**config.mk**
```make
export PLATFORM = sky130hd
export DESIGN_NAME = utf16_to_utf8_transcoder
export DESIGN_NICKNAME = d
export VERILOG_FILES = /design/src/rtl/u16u8_pkg.sv /design/src/rtl/u16u8_front.sv /design/src/rtl/u16u8_fifo.sv /design/src/rtl/u16u8_back.sv /design/src/rtl/utf16_to_utf8_transcoder.sv
export SDC_FILE = /design/constraint.sdc
export NUM_CORES = 1
export LEC_CHECK = 0
export BUFFER_PORTS_ARGS = -buffer_cell sky130_fd_sc_hd__buf_2
export CAP_MARGIN = 20
export CORE_MARGIN = 2
export CORE_UTILIZATION = 50
export CTS_CLUSTER_DIAMETER = 100
export DETAILED_ROUTE_END_ITERATION = 8
export PLACE_DENSITY = 0.64
export SYNTH_ARGS = -nofsm -noshare
export SYNTH_HDL_FRONTEND = slang
export SYNTH_SLANG_ARGS = --single-unit
```
**constraint.sdc**
```tcl
create_clock -name clk -period 6.4 [get_ports clk]
set_input_delay 0.96 -clock clk [delete_from_list [all_inputs] [get_ports clk]]
set_output_delay 0.96 -clock clk [all_outputs]
set_load 0.03 [all_outputs]
```
**src/rtl/u16u8_pkg.sv**
```systemverilog
package u16u8_pkg;

  localparam int QueueDepthDefault = 4;

  typedef enum logic [2:0] {
    KIND_NONE,
    KIND_END,
    KIND_ONE,
    KIND_TWO,
    KIND_THREE,
    KIND_PAIR
  } kind_t;

  // One decoded word: an optional flush of a held high surrogate, then the main sequence.
  typedef struct packed {
    logic        flush;
    logic [9:0]  high_bits;
    kind_t       kind;
    logic [20:0] value;
  } job_t;

  localparam logic [15:0] MaskAscii = 16'hFF80;
  localparam logic [15:0] MaskTwo   = 16'hF800;
  localparam logic [15:0] MaskSurr  = 16'hFC00;
  localparam logic [15:0] HighSurr  = 16'hD800;
  localparam logic [15:0] LowSurr   = 16'hDC00;
  localparam logic [20:0] PlaneBase = 21'h10000;

  function automatic logic [2:0] kind_count(input kind_t kind);
    logic [2:0] n;
    unique case (kind)
      KIND_NONE:  n = 3'd0;
      KIND_END:   n = 3'd1;
      KIND_ONE:   n = 3'd1;
      KIND_TWO:   n = 3'd2;
      KIND_THREE: n = 3'd3;
      KIND_PAIR:  n = 3'd4;
      default:    n = 3'd0;
    endcase
    return n;
  endfunction

  function automatic logic [7:0] enc_byte(input kind_t kind, input logic [20:0] v,
                                          input logic [1:0] idx);
    logic [7:0] b;
    b = 8'h00;
    unique case (kind)
      KIND_ONE: b = v[7:0];
      KIND_TWO: b = (idx == 2'd0) ? {3'b110, v[10:6]} : {2'b10, v[5:0]};
      KIND_THREE: begin
        case (idx)
          2'd0:    b = {4'b1110, v[15:12]};
          2'd1:    b = {2'b10, v[11:6]};
          default: b = {2'b10, v[5:0]};
        endcase
      end
      KIND_PAIR: begin
        case (idx)
          2'd0:    b = {5'b11110, v[20:18]};
          2'd1:    b = {2'b10, v[17:12]};
          2'd2:    b = {2'b10, v[11:6]};
          default: b = {2'b10, v[5:0]};
        endcase
      end
      default: b = 8'h00;
    endcase
    return b;
  endfunction

endpackage

```
**src/rtl/u16u8_front.sv**
```systemverilog
module u16u8_front (
  input  logic            clk,
  input  logic            rst,
  input  logic            in_valid,
  output logic            in_ready,
  input  logic [15:0]     code_unit,
  input  logic            q_full,
  output logic            q_push,
  output u16u8_pkg::job_t q_job
);
  import u16u8_pkg::*;

  logic [9:0] held_bits;
  logic       held;
  logic [9:0] held_bits_next;
  logic       held_next;
  logic       accept;

  assign in_ready = !q_full;
  assign accept   = in_valid && in_ready;

  always_comb begin
    q_job          = '0;
    held_next      = 1'b0;
    held_bits_next = held_bits;
    if (held && ((code_unit & MaskSurr) == LowSurr)) begin
      q_job.kind  = KIND_PAIR;
      q_job.value = PlaneBase + {1'b0, held_bits, code_unit[9:0]};
    end else begin
      q_job.flush     = held;
      q_job.high_bits = held_bits;
      q_job.value     = {5'd0, code_unit};
      if (code_unit == 16'd0) begin
        q_job.kind = KIND_END;
      end else if ((code_unit & MaskAscii) == 16'd0) begin
        q_job.kind = KIND_ONE;
      end else if ((code_unit & MaskTwo) == 16'd0) begin
        q_job.kind = KIND_TWO;
      end else if ((code_unit & MaskSurr) == HighSurr) begin
        q_job.kind     = KIND_NONE;
        held_next      = 1'b1;
        held_bits_next = code_unit[9:0];
      end else begin
        q_job.kind = KIND_THREE;
      end
    end
  end

  // drop words that produce no bytes
  assign q_push = accept && (q_job.flush || (q_job.kind != KIND_NONE));

  always_ff @(posedge clk) begin
    if (rst) begin
      held      <= 1'b0;
      held_bits <= '0;
    end else if (accept) begin
      held      <= held_next;
      held_bits <= held_bits_next;
    end
  end

endmodule

```
**src/rtl/u16u8_fifo.sv**
```systemverilog
module u16u8_fifo #(
  parameter int DEPTH = u16u8_pkg::QueueDepthDefault
) (
  input  logic            clk,
  input  logic            rst,
  input  logic            push,
  input  u16u8_pkg::job_t push_job,
  output logic            full,
  input  logic            pop,
  output logic            not_empty,
  output u16u8_pkg::job_t head_job
);
  import u16u8_pkg::*;

  localparam int AW = (DEPTH > 1) ? $clog2(DEPTH) : 1;
  localparam int CW = $clog2(DEPTH + 1);

  job_t          slots [DEPTH];
  logic [AW-1:0] wr_ptr;
  logic [AW-1:0] rd_ptr;
  logic [CW-1:0] count;
  logic          do_push;
  logic          do_pop;

  assign full      = (count == CW'(DEPTH));
  assign not_empty = (count != '0);
  assign head_job  = slots[rd_ptr];
  assign do_push   = push && !full;
  assign do_pop    = pop && not_empty;

  always_ff @(posedge clk) begin
    if (do_push) begin
      slots[wr_ptr] <= push_job;
    end
  end

  always_ff @(posedge clk) begin
    if (rst) begin
      wr_ptr <= '0;
      rd_ptr <= '0;
      count  <= '0;
    end else begin
      if (do_push) begin
        wr_ptr <= (wr_ptr == AW'(DEPTH - 1)) ? '0 : wr_ptr + 1'b1;
      end
      if (do_pop) begin
        rd_ptr <= (rd_ptr == AW'(DEPTH - 1)) ? '0 : rd_ptr + 1'b1;
      end
      if (do_push && !do_pop) begin
        count <= count + 1'b1;
      end else if (do_pop && !do_push) begin
        count <= count - 1'b1;
      end
    end
  end

endmodule

```
**src/rtl/u16u8_back.sv**
```systemverilog
module u16u8_back (
  input  logic            clk,
  input  logic            rst,
  input  logic            job_valid,
  input  u16u8_pkg::job_t job,
  output logic            job_pop,
  output logic            out_valid,
  input  logic            out_ready,
  output logic [7:0]      out_byte,
  output logic            last_of_run,
  output logic            end_of_string
);
  import u16u8_pkg::*;

  logic [2:0]  step;
  logic [2:0]  total;
  logic [2:0]  main_idx;
  logic        in_flush;
  logic        advance;
  logic        load;
  logic        is_last;
  logic [7:0]  byte_next;
  logic [20:0] flush_value;

  assign total       = (job.flush ? 3'd3 : 3'd0) + kind_count(job.kind);
  assign in_flush    = job.flush && (step < 3'd3);
  assign main_idx    = job.flush ? (step - 3'd3) : step;
  assign flush_value = {5'd0, HighSurr | {6'd0, job.high_bits}};
  assign byte_next   = in_flush ? enc_byte(KIND_THREE, flush_value, step[1:0])
                                : enc_byte(job.kind, job.value, main_idx[1:0]);
  assign is_last     = (step == total - 3'd1);
  assign advance     = !out_valid || out_ready;
  assign load        = advance && job_valid;
  assign job_pop     = load && is_last;

  always_ff @(posedge clk) begin
    if (load) begin
      out_byte      <= byte_next;
      last_of_run   <= is_last;
      end_of_string <= !in_flush && (job.kind == KIND_END);
    end
  end

  always_ff @(posedge clk) begin
    if (rst) begin
      out_valid <= 1'b0;
      step      <= '0;
    end else begin
      if (advance) begin
        out_valid <= job_valid;
      end
      if (load) begin
        step <= is_last ? 3'd0 : step + 3'd1;
      end
    end
  end

endmodule

```
**src/rtl/utf16_to_utf8_transcoder.sv**
```systemverilog
// UTF-16 to UTF-8 transcoder.
// Input channel (in_valid / in_ready / code_unit) takes one 16-bit code unit
// per word. Output channel (out_valid / out_ready) delivers one UTF-8 byte
// per word with last_of_run on the final byte of each input word and
// end_of_string on the zero byte that a zero unit produces.
// A high surrogate produces no bytes until the next unit arrives; a pair
// gives four bytes, an unpaired surrogate three, so one unit yields 0 to 6.
// With the queue empty and the output free, an accepted unit is written into
// the queue at the edge that accepts it, and its first byte is then registered
// in the single output register, which gives one output byte per cycle while
// out_ready is high and the queue holds a job. The front decodes and queues;
// the input takes a new unit every cycle while the queue has room, even while
// the output is stalled.
// When the receiver holds out_ready low, the output byte holds and the
// queue fills; in_ready drops only when the queue is full.
// Reset clears the held surrogate, the queue and the output valid.
module utf16_to_utf8_transcoder #(
  parameter int QUEUE_DEPTH = u16u8_pkg::QueueDepthDefault
) (
  input  logic        clk,
  input  logic        rst,
  input  logic        in_valid,
  output logic        in_ready,
  input  logic [15:0] code_unit,
  output logic        out_valid,
  input  logic        out_ready,
  output logic [7:0]  out_byte,
  output logic        last_of_run,
  output logic        end_of_string
);
  import u16u8_pkg::*;

  logic q_full;
  logic q_push;
  logic q_pop;
  logic q_not_empty;
  job_t push_job;
  job_t head_job;

  u16u8_front u_front (
    .clk       (clk),
    .rst       (rst),
    .in_valid  (in_valid),
    .in_ready  (in_ready),
    .code_unit (code_unit),
    .q_full    (q_full),
    .q_push    (q_push),
    .q_job     (push_job)
  );

  u16u8_fifo #(
    .DEPTH (QUEUE_DEPTH)
  ) u_fifo (
    .clk       (clk),
    .rst       (rst),
    .push      (q_push),
    .push_job  (push_job),
    .full      (q_full),
    .pop       (q_pop),
    .not_empty (q_not_empty),
    .head_job  (head_job)
  );

  u16u8_back u_back (
    .clk           (clk),
    .rst           (rst),
    .job_valid     (q_not_empty),
    .job           (head_job),
    .job_pop       (q_pop),
    .out_valid     (out_valid),
    .out_ready     (out_ready),
    .out_byte      (out_byte),
    .last_of_run   (last_of_run),
    .end_of_string (end_of_string)
  );

endmodule
```
# Yosys cells after proc, flatten, opt, wreduce, memory -nomap -nowiden
# Memory sizes are Yosys's and may differ from the RTL's. A register that Yosys moved wholly into a read port is not among the register bits.
# Index checks and enable logic that the tools add are counted.
# Widths: inputs -> output; s select.
[classes] addsub=9 n_mul=0 div_mod_pow=0 n_lt_le_gt_ge=1 eq_ne=14 shifts=0 muxes=29 bitwise_logic=4 n_reduce_logical=28
[ops] op="$logic_not 16->1" n=3
[ops] op="$pmux 8 s4" n=1
[ops] op="$pmux 7 s2" n=2
[ops] op="$mux 24" n=1
[ops] op="$add 17x20->21 const A" n=1
[ops] op="$mux 3" n=7
[ops] op="$pmux 7 s3" n=1
[ops] op="$eq 6x6->1 const B" n=2
[ops] op="$mux 2" n=6
[ops] op="$pmux 3 s4" n=1
[ops] op="$logic_and 1x1->1" n=11
[ops] op="$mux 11" n=1
[ops] op="$eq 3x3->1 const B" n=3
[ops] op="$mux 8" n=1
[ops] op="$mux 1" n=7
[ops] op="$mux 7" n=1
[ops] op="$add 3x1->3 const B" n=2
[ops] op="$eq 2x2->1 const B" n=3
[ops] op="$eq 3x2->1 const B" n=2
[ops] op="$reduce_and 6->1" n=1
[ops] op="$reduce_bool 3->1" n=2
[ops] op="$sub 3x1->3 const B" n=2
[ops] op="$logic_not 1->1" n=5
[ops] op="$add 2x1->2 const B" n=2
[ops] op="11 further kinds" n=17
[word_totals] ff_bits=32 latchBits=0 ramBits=140 rom_bits=0 in_bits=20 out_inout_bits=12 word_cells=96 n_memories=1
[mem_list] name="u_fifo.slots" words=4 word_bits=35 read_ports=1 rd_ports_with_merged_regs=1 write_ports=1 line="u16u8_fifo.sv:18" source="job_t slots [DEPTH];"

# Logic depth before layout (Yosys ltp)
# Gate-level depths: netlist of run 1.
[logic_depth] ltp_word=14 depth_mapped=21 depth_no_buf=19

# Hierarchy
# Synthesis of run 1 repeated with hierarchy kept, for this count alone.
[hier_totals] hier_cells=535 area_unflattened_um2=8002.7
[by_module_without_submodules] mod="u16u8_fifo" n_inst=1 cells_each=233 area_per_inst_um2=5556.6 seq_area_each_um2=4384.2
[by_module_without_submodules] mod="u16u8_back" n_inst=1 cells_each=188 area_per_inst_um2=1581.5 seq_area_each_um2=380.4
[by_module_without_submodules] mod="u16u8_front" n_inst=1 cells_each=114 area_per_inst_um2=864.6 seq_area_each_um2=220.2

# Worst setup path before layout of run 1
# OpenSTA, ideal clock, no wires.
[synth_timing] path_kind="reg-to-reg" start="reg with a tool-made name" end="reg u_fifo.count[2]" setup_time_ns=0.071 t_arrival_ns=3.889 required_time_ns=6.329 setup_slack_ns=2.440 stages_incl_launch_ff=19 path_buffers=1 synth_period_minus_slack_ns=3.960 path_cell_list="dfxtp_1 > buf_6 > mux4_4 > nor3b_4 > a21oi_1 > ha_1 > inv_1 > ha_1 > xor2_1 > xnor2_1 > xnor2_1 > and3_2 > inv_2 > ha_1 > inv_1 > fa_1 > xor2_1 > or3_1 > a21oi_1"
[synth_lines] element="end signal, assigned" line="u16u8_fifo.sv:50" source="count <= count + 1'b1;"
[synth_lines] element="end signal, assigned" line="u16u8_fifo.sv:52" source="count <= count - 1'b1;"
[synth_lines] element="end, declared" line="u16u8_fifo.sv:21" source="logic [CW-1:0] count;"

==> results of run 1 <==
## kinds of logic after synthesis
group	Yosys count	share of synthesized area [%]
flops	174	63.7
simple gates	125	8.51
buf+inv	41	2.29
compound gates	85	7.58
mux	64	14.2
xor+xnor	12	1.34
fa+ha+maj	14	2.34
## where the power goes
part / internal, uW / total [uW] / switching, uW
Sequential: 1390 / 1440 / 43.8
Combinational: 361 / 988 / 628
Clock: 542 / 984 / 442
Total: 2300 / 3410 / 1110
## cells in the final DEF, fill, tap and decap left out, types with 4 or more instances in the layout
cell type / synthesis / routed
dfxtp_1: 24 / 22
nand3_1: 8 / 8
nor3_1: 9 / 9
edfxtp_1: 150 / 150
mux2i_1: 22 / 22
a32oi_1: 4 / 4
nand2_1: 23 / 23
ha_1: 13 / 13
o221ai_1: 4 / 4
nor4_1: 5 / 5
nor2_1: 36 / 36
clkinv_4: 0 / 4
nor2b_1: 6 / 6
xor2_1: 6 / 6
mux2_2: 5 / 5
o21ai_0: 17 / 17
o22ai_1: 5 / 5
and2_1: 18 / 18
inv_1: 16 / 16
a21oi_1: 18 / 18
buf_4: 0 / 10
clkbuf_16: 0 / 17
buf_2: 8 / 31
mux4_2: 32 / 32
xnor2_1: 6 / 6
## through the flow
step	worst slack [ns]	power, uW	hold slack, ns	instances	area [sq um]
detailed placement	1.76	2440	0.458	743	8200
global route	1.40	3570	0.479	775	8770
global placement	1.90	2430	0.453	743	8200
CTS	1.75	3420	0.468	775	8770
floorplan	2.44	2180	0.454	515	7820
finish	1.72	3410	0.469	775	8770
## worst max path at each step
stage | startpoint | end | slack [ns] | depth (start not counted)
after CTS | flip-flop | u_fifo.count[2] | 1.75 | 19
after detailed placement | flip-flop | u_fifo.count[2] | 1.76 | 19
after floorplan | flip-flop | u_fifo.count[2] | 2.44 | 18
after global placement | flip-flop | u_fifo.count[2] | 1.90 | 19
final | flip-flop | u_fifo.count[2] | 1.72 | 19
after global routing | flip-flop | u_fifo.count[2] | 1.40 | 19
## final cells by class
type,instances,share of cell area (%)
repair buffers,41,2.63
multi-input cells,300,30.3
well taps,211,3.01
inverters,17,0.728
clock inverters,14,1.54
flip-flops and latches,174,56.9
clock buffers,18,4.89
## worst max-delay path: stages (launching register included)
cell     delay [ns]
dfxtp_2        0.59
mux4_2         0.66
nor2b_1        0.59
inv_1          0.16
nand2_1        0.15
o21ai_0        0.10
ha_1           0.19
inv_1          0.05
ha_1           0.14
xor2_1         0.18
xnor2_1        0.16
xnor2_1        0.09
and3_2         0.24
inv_2          0.09
ha_1           0.17
inv_1          0.06
fa_1           0.37
xor2_1         0.16
or3_1          0.31
a21oi_1        0.14
## registers in the layout, indices dropped and copies added, names as in the netlist, named ones only
register	flops
u_fifo.slots	140
u_front.held_bits	10
u_fifo.count	3
u_back.end_of_string	1
u_fifo.rd_ptr	2
u_front.held	1
u_back.step	3
u_back.out_byte	8
u_fifo.wr_ptr	2
u_back.out_valid	1
u_back.last_of_run	1
## metal layers
layer  global-route usage (%)  wire [um]  part of all wire (%)  vias to the layer above
met2                     32.0       7690                    46                      156
li1                         -          -                     -                     2102
met5                        0          0                     0                        -
met4                     9.72        465                   2.8                        0
met3                     3.59        711                   4.3                       34
met1                     30.5       7720                    47                     2310
==> flow_metrics.tcl, run 1 <==
set metrics [dict create \
    outcome "finished clean" \
    rsz0062_at_grt "no" \
    reg2reg_slack_ns 1.72 \
    p_per_area_nw_per_um2 389 \
    wl_um 16600 \
    finalNetCount 585 \
    syn_area_per_cell_sq_um 15.2 \
    synthTopCellsByArea "edfxtp_1 (58%), mux4_2 (9.2%), dfxtp_1 (6.1%)" \
    worst_setup_path_start_kind "flip-flop" \
    syn_to_final_growth_pct 12.1 \
    rr_endpoint "u_fifo.count[2]" \
    worstPathRequired_ns 6.76 \
    rows 45 \
    critPathMaxFanout 12 \
    vias 4602 \
    clock_path_buffers 2 \
    synth_cell_type_count 66 \
    postSynth.asyncResetShare_pct 0 \
    antenna_found_initial 0 \
    ios 32 \
    utilization_pct 57.5 \
    path_clk_slew_ns 0.07 \
    hold_depth 2 \
    hpwl_um 10900 \
    yosys_warnings 0 \
    tns_ns 0 \
    ant_nets 0 \
    tightest_slew_ns 1.04 \
    yosysTopAreaCellShare_pct 57.6 \
    slew_viol_final 0 \
    h-tree-depth 4 \
    register_area_sq_um 4990 \
    yosysMostFrequentCell "edfxtp_1" \
    die_width_um 129 \
    antennaDiodeCount 0 \
    yosys_most_used_dff "edfxtp_1" \
    worstSkewPairLatency_ns 0.42 \
    p_leak_uw 0.00290 \
    synth_commonest_cells "edfxtp_1 (150), nor2_1 (36), mux4_2 (32), dfxtp_1 (24), nand2_1 (23)" \
    io_buffers 31 \
    detail_route.iter0.violations 485 \
    worstSetupEndpointType "flip-flop" \
    slew_headroom_pct 29.7 \
    ys_ff_latch 174 \
    crit_arrival_ns 5.04 \
    core_area_sq_um 15300 \
    wl_per_cell_um 21.4 \
    min_from "u_back.out_valid" \
    synthCells 515 \
    post-route-period-util_pct 73.1 \
    crit_type "reg -> reg" \
    cts_setup_buffers 0 \
    grt_pass1_wl_um 25800 \
    cts-root-buf "clkbuf_16" \
    hold_violations 0 \
    cts_hold_buf 0 \
    cts_tree "built" \
    fin_crit_ns 4.68 \
    max_clock_freq_ghz 0.214 \
    synth_top_area_cell "edfxtp_1" \
    overflow 0 \
    synth_edf_count 150 \
    clock_sinks 174 \
    first_global_vias 4525 \
    drive_gt1_share_pct 22.2 \
    multi_input_area_sq_um 2660 \
    grt_max_degree 36 \
    numCtsBuffers 17 \
    ir_worst_vdd_v 0.000210 \
    setup_viol 0 \
    routabilityCongestion 0.842 \
    maxCapViolCount 0 \
    initial_core_util_pct 51.3 \
    post_drt_via_cell_ratio 5.94 \
    die_h_um 129 \
    synth_area_sq_um 7820 \
    die_area_sq_um 16700 \
    syn_nets 549 \
    post_cts_resized 0 \
    clock_skew_ns 0.00868 \
    min_path_type "reg -> reg" \
    r2r_cells 19 \
    fill_cells 1169 \
    yosysSeqAreaShare_pct 63.7 \
    drc_errors 0 \
    gr-usage-all-layers_pct 21.2 \
    first_pass_iters 6 \
    hold_path_end "u_back.out_valid" \
]
No activity file was read; power rests on OpenSTA's default activity.
==> run 2, diff against run 1 <==
- PLACE_DENSITY: 0.64 -> 0.66
- clock period: 6.4 -> 4.2 ns (I/O delays scaled with it)
==> run 2 against run 1 <==
Effect of this change: die area did not move; clock skew increased by 0.0016 ns; first-iteration DRC count fell by 5.6%; sequential power is 52% higher; cell count up 1.2%.
==> flow_metrics.tcl, run 2 (same netlist as run 1, synthesis figures left out) <==
set metrics [dict create \
    overflow 0 \
    finalNetCount 594 \
    maxCapViolCount 0 \
    worst_setup_path_start_kind "flip-flop" \
    largest_register_ffs 140 \
    h-tree-depth 4 \
    fin_crit_ns 3.93 \
    ir_worst_vdd_v 0.000354 \
    routabilityCongestion 0.856 \
    gr-usage-all-layers_pct 20.8 \
    grt_pass1_wl_um 25200 \
    critical_path_buf_inv_count 4 \
    wl_per_cell_um 21.0 \
    wl_met2_um 7970 \
    cts_hold_buf 0 \
    worstPathRequired_ns 4.55 \
    regMostFlops "u_fifo.slots" \
    tns_ns 0 \
    syn_to_final_growth_pct 13.0 \
    vias 4560 \
    post-route-period-util_pct 93.5 \
    slew_headroom_pct 41.4 \
    path_clk_slew_ns 0.07 \
    reg_top3 "u_fifo.slots: 140 flops, u_front.held_bits: 10 flops, u_back.out_byte: 8 flops" \
    first_global_vias 4365 \
    hold_slack_ns 0.463 \
    core_area_sq_um 15300 \
    path_cells "mux4_4 -> buf_4 -> a21oi_1 -> ha_1 -> inv_1 -> ha_1 -> xor2_1 -> xnor2_1 -> xnor2_1 -> and3_2 -> inv_2 -> ha_1 -> inv_1 -> fa_1 -> xor2_1 -> or3_1 -> a21oi_1" \
    critPathMaxStageDelay_ns 0.68 \
    top_layer "met4" \
    setup_viol 0 \
    antenna_found_initial 0 \
    drc_errors 0 \
    numCtsBuffers 17 \
    clock_sinks 174 \
    cts_tree "built" \
    clock_path_buffers 2 \
    die_h_um 129 \
    cts-root-buf "clkbuf_16" \
    max_clock_freq_ghz 0.255 \
    crit_top_cell "ha_1" \
    path_delay_family "adder cells" \
    ios 32 \
    post_drt_via_cell_ratio 5.82 \
    worstSetupEndpointType "flip-flop" \
    cp_slowest_cell "mux4_4" \
    wl_met3_um 738 \
    fill_cells 1185 \
    grt_max_degree 36 \
    rows 45 \
    die_area_sq_um 16700 \
    crit_arrival_ns 4.27 \
    clock_skew_ns 0.0102 \
    detail_route.iter0.violations 458 \
    io_buffers 31 \
    wl_met1_um 7540 \
    final_common_cell "edfxtp_1" \
    die_width_um 129 \
    p_leak_uw 0.00295 \
    crit_type "reg -> reg" \
    wl_um 16400 \
    ant_nets 0 \
    worstSkewPairLatency_ns 0.42 \
    first_pass_iters 4 \
    initial_core_util_pct 51.3 \
    antennaDiodeCount 0 \
    rsz0062_at_grt "no" \
    p_per_area_nw_per_um2 583 \
    most-common-layout-cells "edfxtp_1 (150), nor2_1 (36), mux4_2 (32), buf_2 (31), nand2_1 (23)" \
    drive_gt1_share_pct 23.4 \
    hpwl_um 10900 \
    tightest_slew_ns 0.869 \
    critPathMaxFanout 9 \
    slew_viol_final 0 \
    outcome "finished clean" \
    min_path_type "in -> reg" \
    hold_violations 0 \
]
run 2: cell count changes in the layout (fill, tap and decap cells not counted), sizes merged:
cell / previous run / this run
buf: 41 / 50
inv: 21 / 23
clkinv: 6 / 4
bufinv: 1 / 0
clkbuf: 18 / 20
clkinvlp: 3 / 2
run 2: power by group:
group	internal (uW)	switching [uW]	total, uW
registers	2120	62.7	2190
clock network	789	661	1450
logic	572	945	1520
run 2: layer usage:
metal | vias to the layer above | track usage [%]
met5 | - | 0
met4 | 0 | 5.82
met2 | 129 | 32.5
li1 | 2114 | -
met1 | 2299 | 29.4
met3 | 18 | 5.20
run 2: final cells by class:
class	count	area (sq um)	area share [%]
Clock buffer	20	447	5.05
Timing Repair Buffer	50	310	3.51
Tap cell	211	264	2.99
Sequential cell	174	4990	56.4
Inverter	17	63.8	0.722
Multi-Input combinational cell	300	2660	30.1
Clock inverter	12	105	1.19
run 2: what timing repair did:
item,in CTS,in global routing
setup endpoints to repair,0,1
buffers inserted,0,3
gates resized for setup,0,2
run 2: worst paths after layout:
check                                 startpoint            endpoint  slack (ns)  cells after the start
worst max-delay path                   flip-flop     u_fifo.count[2]        0.27                     17
worst min-delay path                code_unit[6]  u_fifo.slots[3][6]        0.46                      1
worst max register to register         flip-flop     u_fifo.count[2]        0.27                     17
worst min register to register  u_back.out_valid    u_back.out_valid        0.48                      2
run 2: through the flow:
step	power, uW	cells	area, sq um	utilization, %	worst slack (ns)
4_1_cts	5180	781	8810	57.8	0.179
5_1_grt	5410	784	8840	57.9	0.0365
3_3_place_gp	3710	749	8260	54.1	0.343
6_report	5150	784	8840	57.9	0.274
2_1_floorplan	3330	515	7820	-	0.240
3_5_place_dp	3730	749	8260	54.1	0.231
==> run 3, diff against run 2 <==
- REMOVE_ABC_BUFFERS: not set -> 1
==> run 3 against run 2 <==
Effect of this change: sequential power hardly changed; sequential share of layout area is 0.48 points lower; power is 5.4% higher; combinational power hardly changed; cell area is 0.86% higher; global-route usage is 1.0 points higher; count of clock-buffer cells in the layout stayed put; highest routed layer unchanged.
==> flow_metrics.tcl, run 3 (same netlist as run 1, synthesis figures left out) <==
set metrics [dict create \
    outcome "finished clean" \
    worstPathRequired_ns 4.56 \
    fin_crit_ns 3.99 \
    setup_viol 0 \
    p_leak_uw 0.00299 \
    path_cells "mux4_2 -> nor2b_1 -> inv_1 -> nand2_1 -> o21ai_0 -> ha_1 -> inv_1 -> ha_1 -> xor2_1 -> xnor2_1 -> xnor2_1 -> and3_2 -> inv_2 -> ha_1 -> inv_1 -> fa_1 -> xor2_1 -> or3_1 -> a21oi_1" \
    swShare_pct 31.0 \
    grt_pass1_wl_um 26200 \
    cts-root-buf "clkbuf_16" \
    post-route-period-util_pct 95.0 \
    p_sw_uw 1680 \
    clock_sinks 174 \
    rows 45 \
    power_frac_seq_pct 40.4 \
    worstSetupEndpointType "flip-flop" \
    min_path_type "in -> reg" \
    p_per_area_nw_per_um2 609 \
    wl_um 16800 \
    crit_type "reg -> reg" \
    critPathMaxStageDelay_ns 0.60 \
    routabilityCongestion 0.967 \
    clock_skew_ns 0.00599 \
    numCtsBuffers 17 \
    syn_to_final_growth_pct 14.0 \
    ant_nets 0 \
    antennaDiodeCount 0 \
    maxCapViolCount 0 \
    detail_route.iter0.violations 454 \
    vias 4695 \
    ios 32 \
    tns_ns 0 \
    grt_max_degree 36 \
    core_area_sq_um 15300 \
    drive_gt1_share_pct 23.6 \
    gr-usage-all-layers_pct 21.8 \
    clock_path_buffers 2 \
    reg_top3 "u_fifo.slots: 140 flops, u_front.held_bits: 10 flops, u_back.out_byte: 8 flops" \
    post_drt_via_cell_ratio 6.00 \
    regMostFlops "u_fifo.slots" \
    first_pass_iters 5 \
    largest_register_ffs 140 \
    crit_arrival_ns 4.34 \
    overflow 0 \
    finalNetCount 593 \
    hold_slack_ns 0.458 \
    antenna_found_initial 0 \
    max_clock_freq_ghz 0.251 \
    worstSkewPairLatency_ns 0.42 \
    reg2reg_slack_ns 0.21 \
    fill_cells 1152 \
    die_area_sq_um 16700 \
    critical_path_buf_inv_count 4 \
    most-common-layout-cells "edfxtp_1 (150), nor2_1 (36), mux4_2 (32), buf_2 (31), nand2_1 (23)" \
    worst_setup_path_start_kind "flip-flop" \
    slew_viol_final 0 \
    critPathMaxFanout 6 \
    slew_headroom_pct 22.9 \
    cts_tree "built" \
    h-tree-depth 4 \
    power_frac_comb_pct 28.6 \
    die_width_um 129 \
    hpwl_um 10900 \
    cp_slowest_cell "mux4_2" \
    pwr-share-clk_pct 31.1 \
    path_delay_family "simple AND/OR/NAND/NOR gates" \
    path_clk_slew_ns 0.06 \
    io_buffers 31 \
    drc_errors 0 \
    p_int_uw 3750 \
    initial_core_util_pct 51.3 \
    die_h_um 129 \
    tightest_slew_ns 1.14 \
    ir_worst_vdd_v 0.000328 \
    first_global_vias 4583 \
    hold_violations 0 \
    wl_per_cell_um 21.5 \
    final_common_cell "edfxtp_1" \
]
[run 3: changes by cell type in the layout (fill, tap and decap cells not counted)]
cell,before,now
buf_12,1,0
and2_1,18,17
clkinv_4,1,2
nor2b_2,1,0
clkinv_8,1,0
bufinv_16,0,4
and2_2,0,1
clkbuf_8,1,3
inv_6,5,1
clkbuf_1,2,0
nor2b_1,5,6
[run 3: stage by stage]
step | total power [uW] | util [%] | std cells | instance area (sq um) | worst slack, ns
after global routing | 5690 | 58.4 | 783 | 8920 | -0.0366
after detailed placement | 3760 | 54.0 | 748 | 8240 | 0.183
after CTS | 5450 | 58.3 | 780 | 8890 | 0.152
after floorplan | 3300 | - | 491 | 7710 | -1.06
final | 5430 | 58.4 | 783 | 8920 | 0.211
after global placement | 3740 | 54.0 | 748 | 8240 | 0.280
[run 3: what timing repair did]
action,4_1_cts,5_1_grt
setup buffers,0,3
resized for setup,0,1
setup endpoints to repair,0,1
hold buffers,0,0
[run 3: power groups by stage]
stage	logic, uW	registers, uW	clock network [uW]
after floorplan	918	2380	0
after global placement	1520	2220	0
after detailed placement	1530	2230	0
after CTS	1540	2200	1720
after global routing	1690	2210	1780
final	1550	2190	1690
[run 3: path summary, 6_finish.rpt]
path | depth (start not counted) | end | from
max | 19 | u_fifo.count[2] | flip-flop
min | 1 | u_fifo.slots[1][7] | code_unit[7]
max reg2reg | 19 | u_fifo.count[2] | flip-flop
min reg2reg | 2 | u_back.out_valid | u_back.out_valid
[run 3: per-layer routing]
metal	track usage [%]	vias up	routed length, um
met5	0	-	0
met4	7.10	0	240
met3	5.04	19	1050
met2	35.0	164	8160
met1	29.9	2393	7370
li1	-	2119	-
[run 3: final cells by class]
| class | count | area, sq um | share of cell area (%) |
|---|---|---|---|
| clock buffer | 20 | 467 | 5.23 |
| clock inverter | 12 | 183 | 2.05 |
| inverter | 17 | 63.8 | 0.716 |
| multi-input combinational | 300 | 2660 | 29.8 |
| sequential | 174 | 4990 | 56.0 |
| tap | 211 | 264 | 2.96 |
| timing repair buffer | 49 | 290 | 3.26 |
[run 3: worst register-to-register path: cells and delay by family (launching register included)]
family | cells | cell delay, ns
and+or+nand+nor | 4 | 0.95
adders and majority gates | 4 | 0.87
muxes | 1 | 0.60
xor gates and xnor gates | 4 | 0.58
DFF | 1 | 0.40
buffers and inverters | 4 | 0.31
AOI/OAI and AO/OA | 2 | 0.23
